### src/rtl/sct_pkg.sv
package sct_pkg;

  // input word kinds carried on in_tuser
  localparam logic [1:0] MODE_CIRCLE     = 2'd0;
  localparam logic [1:0] MODE_CIRCLE_END = 2'd1;

  // configuration register indexes
  localparam logic [2:0] REG_X_THR     = 3'd0;
  localparam logic [2:0] REG_Y_THR     = 3'd1;
  localparam logic [2:0] REG_R_THR     = 3'd2;
  localparam logic [2:0] REG_MATCH_THR = 3'd3;
  localparam logic [2:0] REG_FRAME_W   = 3'd4;
  localparam logic [2:0] REG_FRAME_H   = 3'd5;

  // register widths and field widths fixed by the interface
  localparam int THR_W    = 10;
  localparam int MATCH_W  = 3;
  localparam int DIM_W    = 12;
  localparam int MODE_W   = 2;
  localparam int CFG_IDX_W = 3;

  // reset values of the configuration registers
  localparam logic [THR_W-1:0]   X_THR_RST     = 10'd60;
  localparam logic [THR_W-1:0]   Y_THR_RST     = 10'd60;
  localparam logic [THR_W-1:0]   R_THR_RST     = 10'd80;
  localparam logic [MATCH_W-1:0] MATCH_THR_RST = 3'd3;
  localparam logic [DIM_W-1:0]   FRAME_W_RST   = 12'd640;
  localparam logic [DIM_W-1:0]   FRAME_H_RST   = 12'd480;

  // similarity limits shared by every slot cell
  typedef struct packed {
    logic [THR_W-1:0] x_thr;
    logic [THR_W-1:0] y_thr;
    logic [THR_W-1:0] r_thr;
  } thr_t;

  // per-cycle control broadcast to the slot cells
  typedef struct packed {
    logic rd_en;      // read one stored entry this cycle
    logic walk_clr;   // start of a new walk, drop old hit flags
    logic store;      // write the current circle into the current slot
    logic frame_end;  // close the current slot and move on
  } cell_ctl_t;

  // sequencer states
  typedef enum logic [3:0] {
    ST_IDLE  = 4'b0001,
    ST_WALK  = 4'b0010,
    ST_DRAIN = 4'b0100,
    ST_HOLD  = 4'b1000
  } state_t;

endpackage

### src/rtl/sct_cell.sv
module sct_cell #(
  parameter int  MAX_CIRCLES = 16,
  parameter int  COORD_BITS  = 14,
  parameter int  HIST_W      = 3,
  parameter bit  START_CUR   = 1'b0
) (
  input  logic                                      clk,
  input  logic                                      rst_n,
  input  sct_pkg::cell_ctl_t                        ctl,
  input  sct_pkg::thr_t                             thr,
  input  logic                                      cur_prev,
  output logic                                      cur_out,
  input  logic [((MAX_CIRCLES > 1) ? $clog2(MAX_CIRCLES) : 1)-1:0] wr_addr,
  input  logic [3*COORD_BITS-1:0]                   wr_data,
  input  logic [$clog2(MAX_CIRCLES+1)-1:0]          end_count,
  input  logic [$clog2(MAX_CIRCLES+1)-1:0]          rd_idx,
  input  logic [COORD_BITS-1:0]                     probe_x,
  input  logic [COORD_BITS-1:0]                     probe_y,
  input  logic [COORD_BITS-1:0]                     probe_r,
  input  logic [HIST_W-1:0]                         cnt_in,
  output logic [HIST_W-1:0]                         cnt_out
);
  import sct_pkg::*;

  localparam int AW = (MAX_CIRCLES > 1) ? $clog2(MAX_CIRCLES) : 1;
  localparam int CW = $clog2(MAX_CIRCLES + 1);
  localparam int TW = (COORD_BITS > THR_W) ? COORD_BITS : THR_W;

  logic [3*COORD_BITS-1:0] mem_r [MAX_CIRCLES];
  logic [3*COORD_BITS-1:0] rd_data_r;
  logic                    rd_ok_r;
  logic                    cur_r;
  logic                    valid_r;
  logic [CW-1:0]           count_r;
  logic                    hit_r;

  logic [COORD_BITS-1:0]   sx, sy, sr;
  logic [COORD_BITS-1:0]   dx, dy, dr;
  logic                    close;

  // slot storage
  always_ff @(posedge clk) begin
    if (ctl.store && cur_r) begin
      mem_r[wr_addr] <= wr_data;
    end
    rd_data_r <= mem_r[rd_idx[AW-1:0]];
  end

  // current-slot token, history valid and fill count
  always_ff @(posedge clk) begin
    if (!rst_n) begin
      cur_r   <= START_CUR;
      valid_r <= 1'b0;
      count_r <= '0;
      rd_ok_r <= 1'b0;
    end else begin
      rd_ok_r <= ctl.rd_en && valid_r && (rd_idx < count_r);
      if (ctl.frame_end) begin
        cur_r <= cur_prev;
        if (cur_r) begin
          valid_r <= 1'b1;
          count_r <= end_count;
        end else if (cur_prev) begin
          valid_r <= 1'b0;
        end
      end
    end
  end

  // compare the entry just read against the probe circle
  always_comb begin
    sx = rd_data_r[COORD_BITS-1:0];
    sy = rd_data_r[2*COORD_BITS-1:COORD_BITS];
    sr = rd_data_r[3*COORD_BITS-1:2*COORD_BITS];
    dx = (probe_x >= sx) ? probe_x - sx : sx - probe_x;
    dy = (probe_y >= sy) ? probe_y - sy : sy - probe_y;
    dr = (probe_r >= sr) ? probe_r - sr : sr - probe_r;
    close = (TW'(dx) < TW'(thr.x_thr)) &&
            (TW'(dy) < TW'(thr.y_thr)) &&
            (TW'(dr) < TW'(thr.r_thr));
  end

  // sticky hit over one walk
  always_ff @(posedge clk) begin
    if (!rst_n) begin
      hit_r <= 1'b0;
    end else if (ctl.walk_clr) begin
      hit_r <= 1'b0;
    end else if (rd_ok_r && close) begin
      hit_r <= 1'b1;
    end
  end

  assign cur_out = cur_r;
  assign cnt_out = cnt_in + HIST_W'(hit_r);

endmodule

### config.mk
export PLATFORM = sky130hd
export DESIGN_NAME = sct_cell
export DESIGN_NICKNAME = d
export VERILOG_FILES = /design/src/rtl/sct_pkg.sv /design/src/rtl/sct_cell.sv
export SDC_FILE = /design/constraint.sdc
export NUM_CORES = 1
export LEC_CHECK = 0
export CORE_MARGIN = 2
export CORE_UTILIZATION = 45
export CTS_CLUSTER_DIAMETER = 200
export CTS_CLUSTER_SIZE = 16
export DETAILED_ROUTE_END_ITERATION = 12
export DONT_BUFFER_PORTS = 1
export GPL_TIMING_DRIVEN = 0
export MAX_ROUTING_LAYER = met4
export SLEW_MARGIN = 20
export SYNTH_ARGS = -nofsm -noshare
export SYNTH_HDL_FRONTEND = slang
export SYNTH_SLANG_ARGS = --single-unit
### constraint.sdc
create_clock -name clk -period 8.05 [get_ports clk]
set_input_delay 1.2075 -clock clk [delete_from_list [all_inputs] [get_ports clk]]
set_output_delay 1.2075 -clock clk [all_outputs]
set_load 0.005 [all_outputs]
# [Yosys cells after proc, flatten, opt, wreduce, memory -nomap -nowiden]
# Memories as Yosys holds them, arrays and structs flattened. A register that Yosys moved wholly into a read port is not among the register bits.
# Cells that the tools add are included.
[word_totals] regBits=9 ram_bits=672 in_bits=138 elab_cells=38 memories=1
[op_classes] n_addsub=7 n_lt_le_gt_ge=7 muxes=7 n_bitwise=1 n_reduce_logical=10
[memory_table] name="mem_r" words=16 word_bits=42 read_ports=1 rd_ports_with_merged_regs=1 write_ports=1 line="sct_cell.sv:29" text="logic [3*COORD_BITS-1:0] mem_r [MAX_CIRCLES];"
[ops] op="$sub A14 B14 Y14" n=6
[ops] op="$ge A14 B14 Y1" n=3
[ops] op="$lt A14 B10 Y1" n=3
[ops] op="$mux W14" n=3
[ops] op="$logic_and A1 B1 Y1" n=6
[ops] op="$lt A5 B5 Y1" n=1
[ops] op="$mux W1" n=4
[ops] op="$reduce_and A2 Y1" n=2
[ops] op="$add A3 B1 Y3" n=1
[ops] op="$reduce_bool A2 Y1" n=1
[ops] op="$reduce_or A2 Y1" n=1
[ops] op="$not A1 Y1" n=1

# [Depth between registers and ports, before layout]
# Gate-level depths: netlist (run 1).
[logic_depth] ltp_word=6 ltp_mapped=24

# [Worst setup path before layout (run 1)]
# OpenSTA, ideal clock, no wires.
[synth_timing] path_type="input to register" start="input probe_r[5]" end="register hit_r" setup_ps=59 arrival_time_ps=5201 path_slack_ps=2790 stages=22 path_buffers=3 cell_sequence="inv_1 ha_1 clkbuf_1 nand4_1 nor4_1 a211oi_1 o21ai_0 clkbuf_1 buf_1 mux2i_1 o21ai_0 xnor2_1 ha_1 nand2_1 nor2_1 a221oi_1 nand4_1 nor3_1 nand2_1 a2111oi_2 o2111a_1 a32o_2"
[synth_via] elab_chain_len=5
[synth_rtl] item="start: declaration" line="sct_cell.sv:19" text="input logic [COORD_BITS-1:0] probe_r,"
[synth_rtl] item="$sub A14 B14 Y14 / $ge A14 B14 Y1 (equally long branches)" line="sct_cell.sv:77" text="dr = (probe_r >= sr) ? probe_r - sr : sr - probe_r;"
[synth_rtl] item="$mux W14 *" line="sct_cell.sv:77"
[synth_rtl] item="$lt A14 B10 Y1 *" line="sct_cell.sv:80" text="(TW'(dr) < TW'(thr.r_thr));"
[synth_rtl] item="$logic_and A1 B1 Y1 *" line="sct_cell.sv:79" text="(TW'(dy) < TW'(thr.y_thr)) &&"
[synth_rtl] item="$logic_and A1 B1 Y1 *" line="sct_cell.sv:89" text="end else if (rd_ok_r && close) begin"
[synth_rtl] item="end signal: assignment" line="sct_cell.sv:86" text="hit_r <= 1'b0;"
[synth_rtl] item="end signal: assignment" line="sct_cell.sv:88" text="hit_r <= 1'b0;"
[synth_rtl] item="end signal: assignment" line="sct_cell.sv:90" text="hit_r <= 1'b1;"
[synth_rtl] item="end: declaration" line="sct_cell.sv:35" text="logic hit_r;"
# Every way passes the cells marked *; elsewhere a longest branch is shown, timed or not.
# A chain may end at the register's enable or synchronous reset.

# [Worst setup path after layout (run 1)]
# Ends and elaborated chain as after synthesis.

==> results.json, run 1 <==
{
  "row_count": 96,
  "timing.hold.ws_ps": 472.0,
  "hold_violations": 0,
  "rsz0062_at_grt": "no",
  "ctsResizeCount": 0,
  "die-height_um": 267.9,
  "finalClockSkew_ps": 21.06,
  "clkLatencyLatePin_ps": 610,
  "finalCriticalPeriod_ps": 6249,
  "vias_per_cell": 5.744,
  "fmaxAchievable_ghz": 0.1600,
  "cap_violations": 0,
  "die_area_sq_um": 71790,
  "final_core_util_pct": 50.99,
  "post-cts-setup-buffers": 0,
  "synth_edf_count": 672,
  "path_clk_slew_ps": 80,
  "yosys.cell_count.top_type": "edfxtp_1",
  "avgSynthCellArea_sq_um": 17.83,
  "grt-ovfl-total": 0,
  "cts_hold_buf": 0,
  "synth_cells": 1758,
  "mappedNetlistNets": 2016,
  "wl_mm": 75.48,
  "synthesis.area_sq_um": 31350,
  "synth_seq_cells": 723,
  "worstMarginPinSlew_ps": 1044,
  "synthFlopType": "edfxtp_1",
  "dr.pass1.iters": 5,
  "io_buffers": 0,
  "htree_levels": 2,
  "initial_core_util_pct": 45.54,
  "hp-class": "reg -> reg",
  "die_x_um": 267.9,
  "critical_path_arrival_ps": 6810,
  "vias": 16306,
  "irDropWorstVdd_mv": 0.1686,
  "placedCellCount": 2746,
  "tritoncts": "built",
  "drc": 0,
  "antenna_found_initial": 3,
  "final_cell_count_no_fill": 2839,
  "grt_pass1_wl_mm": 110.0,
  "syn_to_final_growth_pct": 11.97,
  "grt_max_degree": 18,
  "met3_usage_pct": 4.609,
  "synth_top_area_cell": "edfxtp_1",
  "finalSetupTns_ps": 0,
  "cts_made_buffers": 51,
  "outcome": "finished clean",
  "synth_common_cells": "672 x edfxtp_1, 210 x mux4_2, 136 x inv_1, 114 x ha_1, 67 x a21oi_1",
  "num_io_pins": 142,
  "nets": 2127,
  "power_density_nw_per_um2": 213.7,
  "worst_setup_path_end_kind": "register",
  "leakage_nw": 11.83,
  "drive_above_1_share_pct": 19.76,
  "start_kind": "input port",
  "cp.required_ps": 8610,
  "grt.busiest_layer": "met2",
  "max_slew_margin_pct": 30.40,
  "maxSlewViolCount": 0,
  "ys_types": 66,
  "coreArea_sq_um": 68830,
  "cts-root-buf": "clkbuf_16",
  "worst-path-max-fanout": 10,
  "period_share_pct": 77.63,
  "worstSetupPathType": "in -> reg",
  "finalPower_mw": 7.499,
  "wl_per_cell_um": 26.59,
  "n_fill_cell": 5533,
  "use_met2_pct": 35.95,
  "met1_usage_pct": 28.30,
  "async_flop_share_pct": 0,
  "grt_pass1_vias": 16567,
  "cts_buffer_depth": 3,
  "place_hpwl_mm": 53.68,
  "yosysSeqAreaShare_pct": 67.63,
  "setup_viol": 0,
  "drt_iter0_markers": 1630,
  "netlist_top_cells_area": "edfxtp_1 64%, mux4_2 15%, ha_1 4.6%, dfxtp_1 3.3%, inv_1 1.6%",
  "antennaDiodeCount": 0,
  "synth_top_area_share_pct": 64.38,
  "postRouteAntennaNets": 0,
  "clock-sinks": 723,
  "reg2reg_slack_ps": 1950,
  "track_usage_pct": 21.90,
  "gp_congestion": 0.8680,
  "synth_warnings": 0
}
logic make-up (layout without fill, tap and decap cells):
group / after synthesis / after routing / synth area share, %
XOR/XNOR: 40 / 40 / 1.118
buffers and inverters: 219 / 369 / 2.746
AO/OA/AOI/OAI: 225 / 225 / 4.682
multiplexers: 233 / 233 / 15.84
AND/OR/NAND/NOR: 198 / 198 / 3.050
adder cells (fa/ha/maj): 120 / 120 / 4.934
flip-flops: 723 / 723 / 67.63
final cells by class:
class                      count  area, sq um  share of cell area (%)
sequential                   723        21200                   60.40
multi-input combinational    816         9395                   26.77
clock inverter                 3        41.29                  0.1176
clock buffer                  89         1440                   4.103
inverter                     136        510.5                   1.454
tap                          931         1165                   3.319
timing repair buffer          58        975.9                   2.781
buffer                        83        369.1                   1.052
worst max-delay path, stage by stage:
cell and delay, ps:
inv_1 20, ha_1 270, clkbuf_1 380, nand4_1 180
nor4_1 460, a211oi_1 150, o21ai_0 170, clkbuf_1 510
buf_1 550, mux2i_1 260, o21ai_0 120, xnor2_1 350
ha_1 310, nand2_1 80, nor2_1 60, a221oi_1 280
nand4_1 120, nor3_1 230, nand2_1 120, a2111oi_2 490
o2111a_1 300, a32o_2 170
metrics by stage:
stage | setup slack, ps | cell area, sq um
finish | 1801 | 35100
CTS | 1678 | 35070
global route | 1336 | 35100
global placement | -1028 | 32510
floorplan | 2790 | 31350
detailed placement | 1078 | 33590
routing by layer:
| layer | wire (um) | vias to the layer above |
|---|---|---|
| met2 | 37580 | 476 |
| met4 | 1436 | 0 |
| met5 | 0 | - |
| met3 | 5162 | 111 |
| li1 | - | 7177 |
| met1 | 31310 | 8542 |
final timing paths:
path	startpoint	to	cells after the start
worst max-delay path	probe_r[5]	hit_r$_SDFFE_PP0P_	22
worst min-delay path	count_r[2]$_SDFFE_PN0P_	count_r[2]$_SDFFE_PN0P_	2
worst max register to register	rd_data_r[39]$_DFF_P_	hit_r$_SDFFE_PP0P_	21
worst min register to register	count_r[2]$_SDFFE_PN0P_	count_r[2]$_SDFFE_PN0P_	2
cells in the final DEF, fill, tap and decap left out, types with 17 or more instances in the layout:
| master | n |
|---|---|
| ha_1 | 114 |
| buf_16 | 19 |
| mux4_2 | 210 |
| buf_4 | 23 |
| clkbuf_1 | 85 |
| a21o_1 | 17 |
| xnor2_1 | 23 |
| dfxtp_1 | 51 |
| o21ai_0 | 44 |
| clkbuf_16 | 52 |
| nor2_1 | 42 |
| nand2_1 | 54 |
| edfxtp_1 | 672 |
| xor2_1 | 17 |
| a21oi_1 | 67 |
| inv_1 | 136 |
| mux2i_1 | 19 |
flip-flops by register name, indices dropped and copies added (netlist names):
name,count
cur_out,1
count_r,5
valid_r,1
mem_r,672
hit_r,1
rd_data_r,42
rd_ok_r,1
where the power goes:
part / switching, mW / total [mW] / leakage (nW) / internal (mW)
sequential: 0.0294 / 4.16 / 6.47 / 4.13
clock: 1.23 / 2.44 / 0.703 / 1.22
combinational: 0.510 / 0.894 / 4.66 / 0.384
total: 1.77 / 7.50 / 11.8 / 5.73
Power figures use the tool's default switching activity.
==> run 2, diff against run 1 <==
==> constraint.sdc (replaced) <==
create_clock -name clk -period 5.9 [get_ports clk]
set_input_delay 0.885 -clock clk [delete_from_list [all_inputs] [get_ports clk]]
set_output_delay 0.885 -clock clk [all_outputs]
set_load 0.005 [all_outputs]
==> run 2 against run 1 <==
Effect of this change: non-clock buffer count is the same; die area did not move; largest power group unchanged; critical path type is now reg -> reg; clock-buffer cell count stayed put; cell count unchanged; wire length hardly changed; sequential power grew 37%; highest routed layer unchanged; design area is essentially flat; clock skew grew 0.87 ps; sequential share of layout area about the same; hold slack got worse by 110 ps.
==> results.json, run 2 (synthesized netlist as in run 1, its figures left out) <==
{
  "coreArea_sq_um": 68830,
  "worstSetupPathType": "reg -> reg",
  "nets": 2127,
  "mostFrequentLayoutCell": "edfxtp_1",
  "mostFrequentLayoutCells": "672 x edfxtp_1, 210 x mux4_2, 136 x inv_1",
  "dr.pass1.iters": 7,
  "worstReg2RegEnd": "hit_r$_SDFFE_PP0P_",
  "leakage_nw": 11.84,
  "grt-ovfl-total": 0,
  "wl_per_cell_um": 26.60,
  "path_clk_slew_ps": 80,
  "maxSlewViolCount": 0,
  "finalClockSkew_ps": 21.93,
  "reg2reg_depth": 21,
  "setup_slack_ps": 444.5,
  "max_slew_margin_pct": 30.44,
  "multiInputGateArea_sq_um": 9414,
  "cts-root-buf": "clkbuf_16",
  "worst_setup_path_end_kind": "register",
  "cts_hold_buf": 0,
  "seqCellArea_sq_um": 21200,
  "timing.hold.ws_ps": 364.2,
  "finalCriticalPeriod_ps": 5456,
  "worst-path-max-fanout": 10,
  "vias_per_cell": 5.737,
  "clkLatencyLatePin_ps": 610,
  "worstMarginPinSlew_ps": 1043,
  "htree_levels": 2,
  "row_count": 96,
  "wl_mm": 75.51,
  "grt_max_degree": 18,
  "final_core_util_pct": 51.03,
  "post-cts-setup-buffers": 0,
  "num_io_pins": 142,
  "place_hpwl_mm": 53.68,
  "grt_pass1_wl_mm": 110.0,
  "vias": 16286,
  "die_area_sq_um": 71790,
  "hold_violations": 0,
  "die_x_um": 267.9,
  "biggestRegsByFlops": "mem_r x672, rd_data_r x42, count_r x5",
  "drc": 0,
  "gp_congestion": 0.8680,
  "outcome": "finished clean",
  "die-height_um": 267.9,
  "grt_pass1_vias": 16567,
  "fmaxAchievable_ghz": 0.1833,
  "drive_above_1_share_pct": 19.92,
  "antenna_found_initial": 3,
  "cts_buffer_depth": 3,
  "drt_iter0_markers": 1568,
  "crit_chain": "ha_1 > clkbuf_1 > nand4_1 > nor4_2 > a211oi_1 > o21ai_0 > clkbuf_2 > buf_2 > mux2i_1 > o21ai_0 > xnor2_1 > ha_1 > nand2_1 > nor2_1 > a221oi_1 > nand4_1 > nor3_1 > nand2_1 > a2111oi_4 > o2111a_1 > a32o_2",
  "start_kind": "register",
  "dp_slack_ps": -749.4,
  "cap_violations": 0,
  "setup_viol": 0,
  "irDropWorstVdd_mv": 0.2297,
  "io_buffers": 0,
  "track_usage_pct": 21.90,
  "crit_path_end": "hit_r$_SDFFE_PP0P_",
  "crit_path_max_incr_delay_ps": 440,
  "critPathLaunch": "rd_data_r[39]$_DFF_P_",
  "finalPower_mw": 10.23,
  "cp.required_ps": 6460,
  "n_fill_cell": 5533,
  "critical_path_arrival_ps": 6010,
  "antennaDiodeCount": 0,
  "top_register": "mem_r",
  "rsz0062_at_grt": "no",
  "tritoncts": "built",
  "r2r_start": "rd_data_r[39]$_DFF_P_",
  "clock-sinks": 723,
  "postRouteAntennaNets": 0,
  "slowest_stage": "dfxtp_1",
  "syn_to_final_growth_pct": 12.03,
  "largest_reg_flops": 672,
  "initial_core_util_pct": 45.54,
  "reg2reg_slack_ps": 440,
  "hp-class": "in -> reg",
  "period_share_pct": 92.47,
  "finalSetupTns_ps": 0,
  "power_density_nw_per_um2": 291.4,
  "cts_made_buffers": 51
}
## run 2: changes by cell type in the layout (fill, tap and decap cells not counted)
cell       delta
a2111oi_4     +1
clkbuf_1      -1
buf_2         +1
nor4_2        +1
clkbuf_2      +1
nor4_1        -1
buf_1         -1
a2111oi_2     -1
## run 2: worst min-delay path by stage
stage | startpoint | end | slack (ps) | cells past startpoint
6_report | wr_data[17] | mem_r[9][17]$_DFFE_PP_ | 360 | 0
5_1_grt | wr_data[41] | mem_r[15][41]$_DFFE_PP_ | 340 | 0
4_1_cts | wr_data[39] | mem_r[15][39]$_DFFE_PP_ | 330 | 0
3_5_place_dp | count_r[2]$_SDFFE_PN0P_ | count_r[2]$_SDFFE_PN0P_ | 460 | 2
3_3_place_gp | count_r[4]$_SDFFE_PN0P_ | count_r[4]$_SDFFE_PN0P_ | 450 | 2
2_1_floorplan | count_r[1]$_SDFFE_PN0P_ | count_r[1]$_SDFFE_PN0P_ | 440 | 2
## run 2: power breakdown
group | leakage, nW | internal, mW | switching [mW]
Clock | 0.703 | 1.66 | 1.67
Combinational | 4.67 | 0.525 | 0.702
Sequential | 6.47 | 5.64 | 0.0404
## run 2: stage by stage
stage,cell area [sq um],std cells
after CTS,35070,2838
after global routing,35120,2839
after floorplan,31350,1758
after detailed placement,33590,2746
final,35120,2839
after global placement,32510,2689
## run 2: layout make-up
class	instances	share of cell area, %
sequential	723	60.37
multi-input combinational	816	26.81
clock inverter	3	0.1176
buffer	83	1.058
clock buffer	89	4.101
tap	931	3.317
timing repair buffer	58	2.779
inverter	136	1.454
## run 2: metal layers
metal / routed length, um / GRT usage, %
met1: 31490 / 28.30
met2: 37580 / 35.95
met3: 4951 / 4.609
met4: 1493 / 4.877
met5: 0 / -
## run 2: worst max-delay path: cells and delay by family, from the launching register on
kind            cells  cell delay [ps]
xor+xnor            1              350
compound gates      7             1530
simple gates        7             1210
fa+ha+maj           2              640
mux                 1              230
flops               1              440
buf+inv             3              980
## run 2: what timing repair did
action	CTS	global route
resized for setup	2	2
pin swaps	0	0
hold endpoints to repair	0	0
gates cloned	0	0
endpoints found under the setup margin	1	1
==> run 3, diff against run 2 <==
--- a/config.mk
+++ b/config.mk
@@ -6,7 +6,7 @@
 export NUM_CORES = 1
 export LEC_CHECK = 0
 export CORE_MARGIN = 2
-export CORE_UTILIZATION = 45
+export CORE_UTILIZATION = 38
 export CTS_CLUSTER_DIAMETER = 200
 export CTS_CLUSTER_SIZE = 16
 export DETAILED_ROUTE_END_ITERATION = 12
==> constraint.sdc (replaced) <==
create_clock -name clk -period 4.84 [get_ports clk]
set_input_delay 0.726 -clock clk [delete_from_list [all_inputs] [get_ports clk]]
set_output_delay 0.726 -clock clk [all_outputs]
set_load 0.005 [all_outputs]
==> run 3 against run 2 <==
Effect of this change: wire length is 0.52% higher; design area is 1.4% higher; highest routed layer unchanged; fmax is 16% higher; clock-buffer cell count is 4 higher; first-iteration DRC count is 13% lower; power is 23% higher; critical path type unchanged.
==> results.json, run 3 (synthesized netlist as in run 1, its figures left out) <==
{
  "io_buffers": 0,
  "crit_path_max_incr_delay_ps": 530,
  "worstSetupPathType": "reg -> reg",
  "row_count": 105,
  "fmaxAchievable_ghz": 0.2127,
  "track_usage_pct": 18.40,
  "vias": 16179,
  "biggestRegsByFlops": "mem_r x672, rd_data_r x42, count_r x5",
  "rsz0062_at_grt": "yes",
  "cts-root-buf": "clkbuf_16",
  "syn_to_final_growth_pct": 13.61,
  "nets": 2128,
  "grt-ovfl-total": 0,
  "clock-sinks": 723,
  "cp.required_ps": 5370,
  "grt_pass1_vias": 16718,
  "largest_reg_flops": 672,
  "leakage_nw": 11.92,
  "initial_core_util_pct": 38.30,
  "period_share_pct": 97.12,
  "tritoncts": "built",
  "max_slew_margin_pct": 29.44,
  "outcome": "finished clean",
  "mostFrequentLayoutCells": "672 x edfxtp_1, 210 x mux4_2, 135 x inv_1",
  "clkLatencyLatePin_ps": 590,
  "place_hpwl_mm": 54.04,
  "vias_per_cell": 5.426,
  "coreArea_sq_um": 81850,
  "finalCriticalPeriod_ps": 4701,
  "postRouteAntennaNets": 0,
  "worstMarginPinSlew_ps": 1058,
  "die_x_um": 291.2,
  "whs_endpoint": "mem_r[7][22]$_DFFE_PP_",
  "irDropWorstVdd_mv": 0.2685,
  "worst_setup_path_end_kind": "register",
  "wl_per_cell_um": 25.46,
  "crit_chain": "ha_4 > inv_2 > fa_2 > nand3_4 > a21oi_4 > or4b_1 > a211o_1 > buf_8 > buf_12 > a221oi_2 > o21ai_1 > xor2_1 > ha_1 > a21o_1 > a21oi_2 > o21ai_2 > nor3_2 > nand2_1 > a2111oi_4 > o2111a_1 > a32o_2",
  "seqCellArea_sq_um": 21220,
  "cts_buffer_depth": 3,
  "final_core_util_pct": 43.51,
  "worstReg2RegEnd": "hit_r$_SDFFE_PP0P_",
  "r2r_start": "rd_data_r[14]$_DFF_P_",
  "critical_path_arrival_ps": 5230,
  "hold_path_startpoint": "wr_data[22]",
  "multiInputGateArea_sq_um": 9644,
  "hp-class": "in -> reg",
  "setup_viol": 0,
  "slowest_stage": "or4b_1",
  "top_register": "mem_r",
  "hold_violations": 0,
  "drt_iter0_markers": 1357,
  "gp_congestion": 0.8550,
  "num_io_pins": 142,
  "start_kind": "register",
  "worst-path-max-fanout": 10,
  "cap_violations": 0,
  "mostFrequentLayoutCell": "edfxtp_1",
  "dr.pass1.iters": 6,
  "n_fill_cell": 6973,
  "path_clk_slew_ps": 80,
  "maxSlewViolCount": 0,
  "die-height_um": 291.2,
  "drc": 0,
  "wl_mm": 75.91,
  "die_area_sq_um": 84800,
  "reg2reg_depth": 21,
  "cts_made_buffers": 51,
  "antenna_found_initial": 2,
  "power_density_nw_per_um2": 353.6,
  "hold_depth": 0,
  "htree_levels": 2,
  "reg2reg_slack_ps": 140,
  "grt_max_degree": 18,
  "finalPower_mw": 12.59,
  "finalClockSkew_ps": 27.75,
  "drive_above_1_share_pct": 22.87,
  "grt_pass1_wl_mm": 111.6
}
==> run 3: cell count changes in the layout (fill, tap and decap cells not counted), moves of 6 or more <==
| cell | before | now |
|---|---|---|
| clkbuf_1 | 84 | 74 |
| ha_1 | 114 | 104 |
| buf_6 | 8 | 16 |
| buf_2 | 13 | 6 |
| dfxtp_1 | 51 | 40 |
| dfxtp_2 | 0 | 10 |
| ha_2 | 0 | 6 |
| o21ai_0 | 44 | 38 |
| buf_4 | 23 | 36 |
==> run 3: area by class of cell <==
type / instances / share of cell area, %
Sequential cell: 723 / 59.58
Buffer: 71 / 1.058
Clock inverter: 1 / 0.04567
Inverter: 136 / 1.433
Multi-Input combinational cell: 816 / 27.08
Timing Repair Buffer: 71 / 2.892
Clock buffer: 93 / 4.146
Antenna cell: 1 / 0.007027
Tap cell: 1070 / 3.759
==> run 3: worst max-delay path, delay by kind of cell, from the launching register on <==
family	cells	cell delay (ps)
AOI/OAI and AO/OA	10	1930
and+or+nand+nor	4	940
adders and majority gates	3	880
DFF	1	370
buffers and inverters	3	330
xor gates and xnor gates	1	190
==> run 3: per-layer routing <==
layer	track usage (%)	wire [um]
met2	32.56	40070
met1	21.85	30060
met5	-	0
met3	3.344	4314
met4	4.107	1465
==> run 3: worst max path at each step <==
stage	startpoint	end	slack, ps	depth (start not counted)
after floorplan	probe_r[5]	hit_r$_SDFFE_PP0P_	60	22
after global placement	ctl[1]	mem_r[0][30]$_DFFE_PP_	-3700	3
after detailed placement	probe_r[5]	hit_r$_SDFFE_PP0P_	-1490	22
after CTS	rd_data_r[3]$_DFF_P_	hit_r$_SDFFE_PP0P_	30	20
after global routing	rd_data_r[38]$_DFF_P_	hit_r$_SDFFE_PP0P_	-100	22
final	rd_data_r[14]$_DFF_P_	hit_r$_SDFFE_PP0P_	140	21
==> run 3: what timing repair did <==
| action | 4_1_cts | 5_1_grt |
|---|---|---|
| resized for setup | 27 | 64 |
| hold buffers | 0 | 0 |
| endpoints found under the setup margin | 1 | 1 |
| pin swaps | 5 | 22 |
| buffers inserted | 0 | 15 |
==> run 3: metrics by stage <==
stage	hold slack (ps)	setup slack [ps]	setup TNS, ps	cells	cell area (sq um)
detailed placement	459.9	-1494	-1494	2884	33720
global route	204.7	-98.45	-98.45	2982	35610
floorplan	443.4	61.43	0	1758	31350
CTS	199.5	25.75	0	2969	35280
finish	231.9	139.2	0	2982	35610
global placement	458.3	-3699	-1023920	2828	32690
==> run 3: where the power goes <==
group	total, mW	switching [mW]	leakage (nW)	internal (mW)
combinational	1.62	0.899	4.74	0.721
sequential	6.92	0.0464	6.47	6.88
clock	4.05	1.99	0.707	2.06
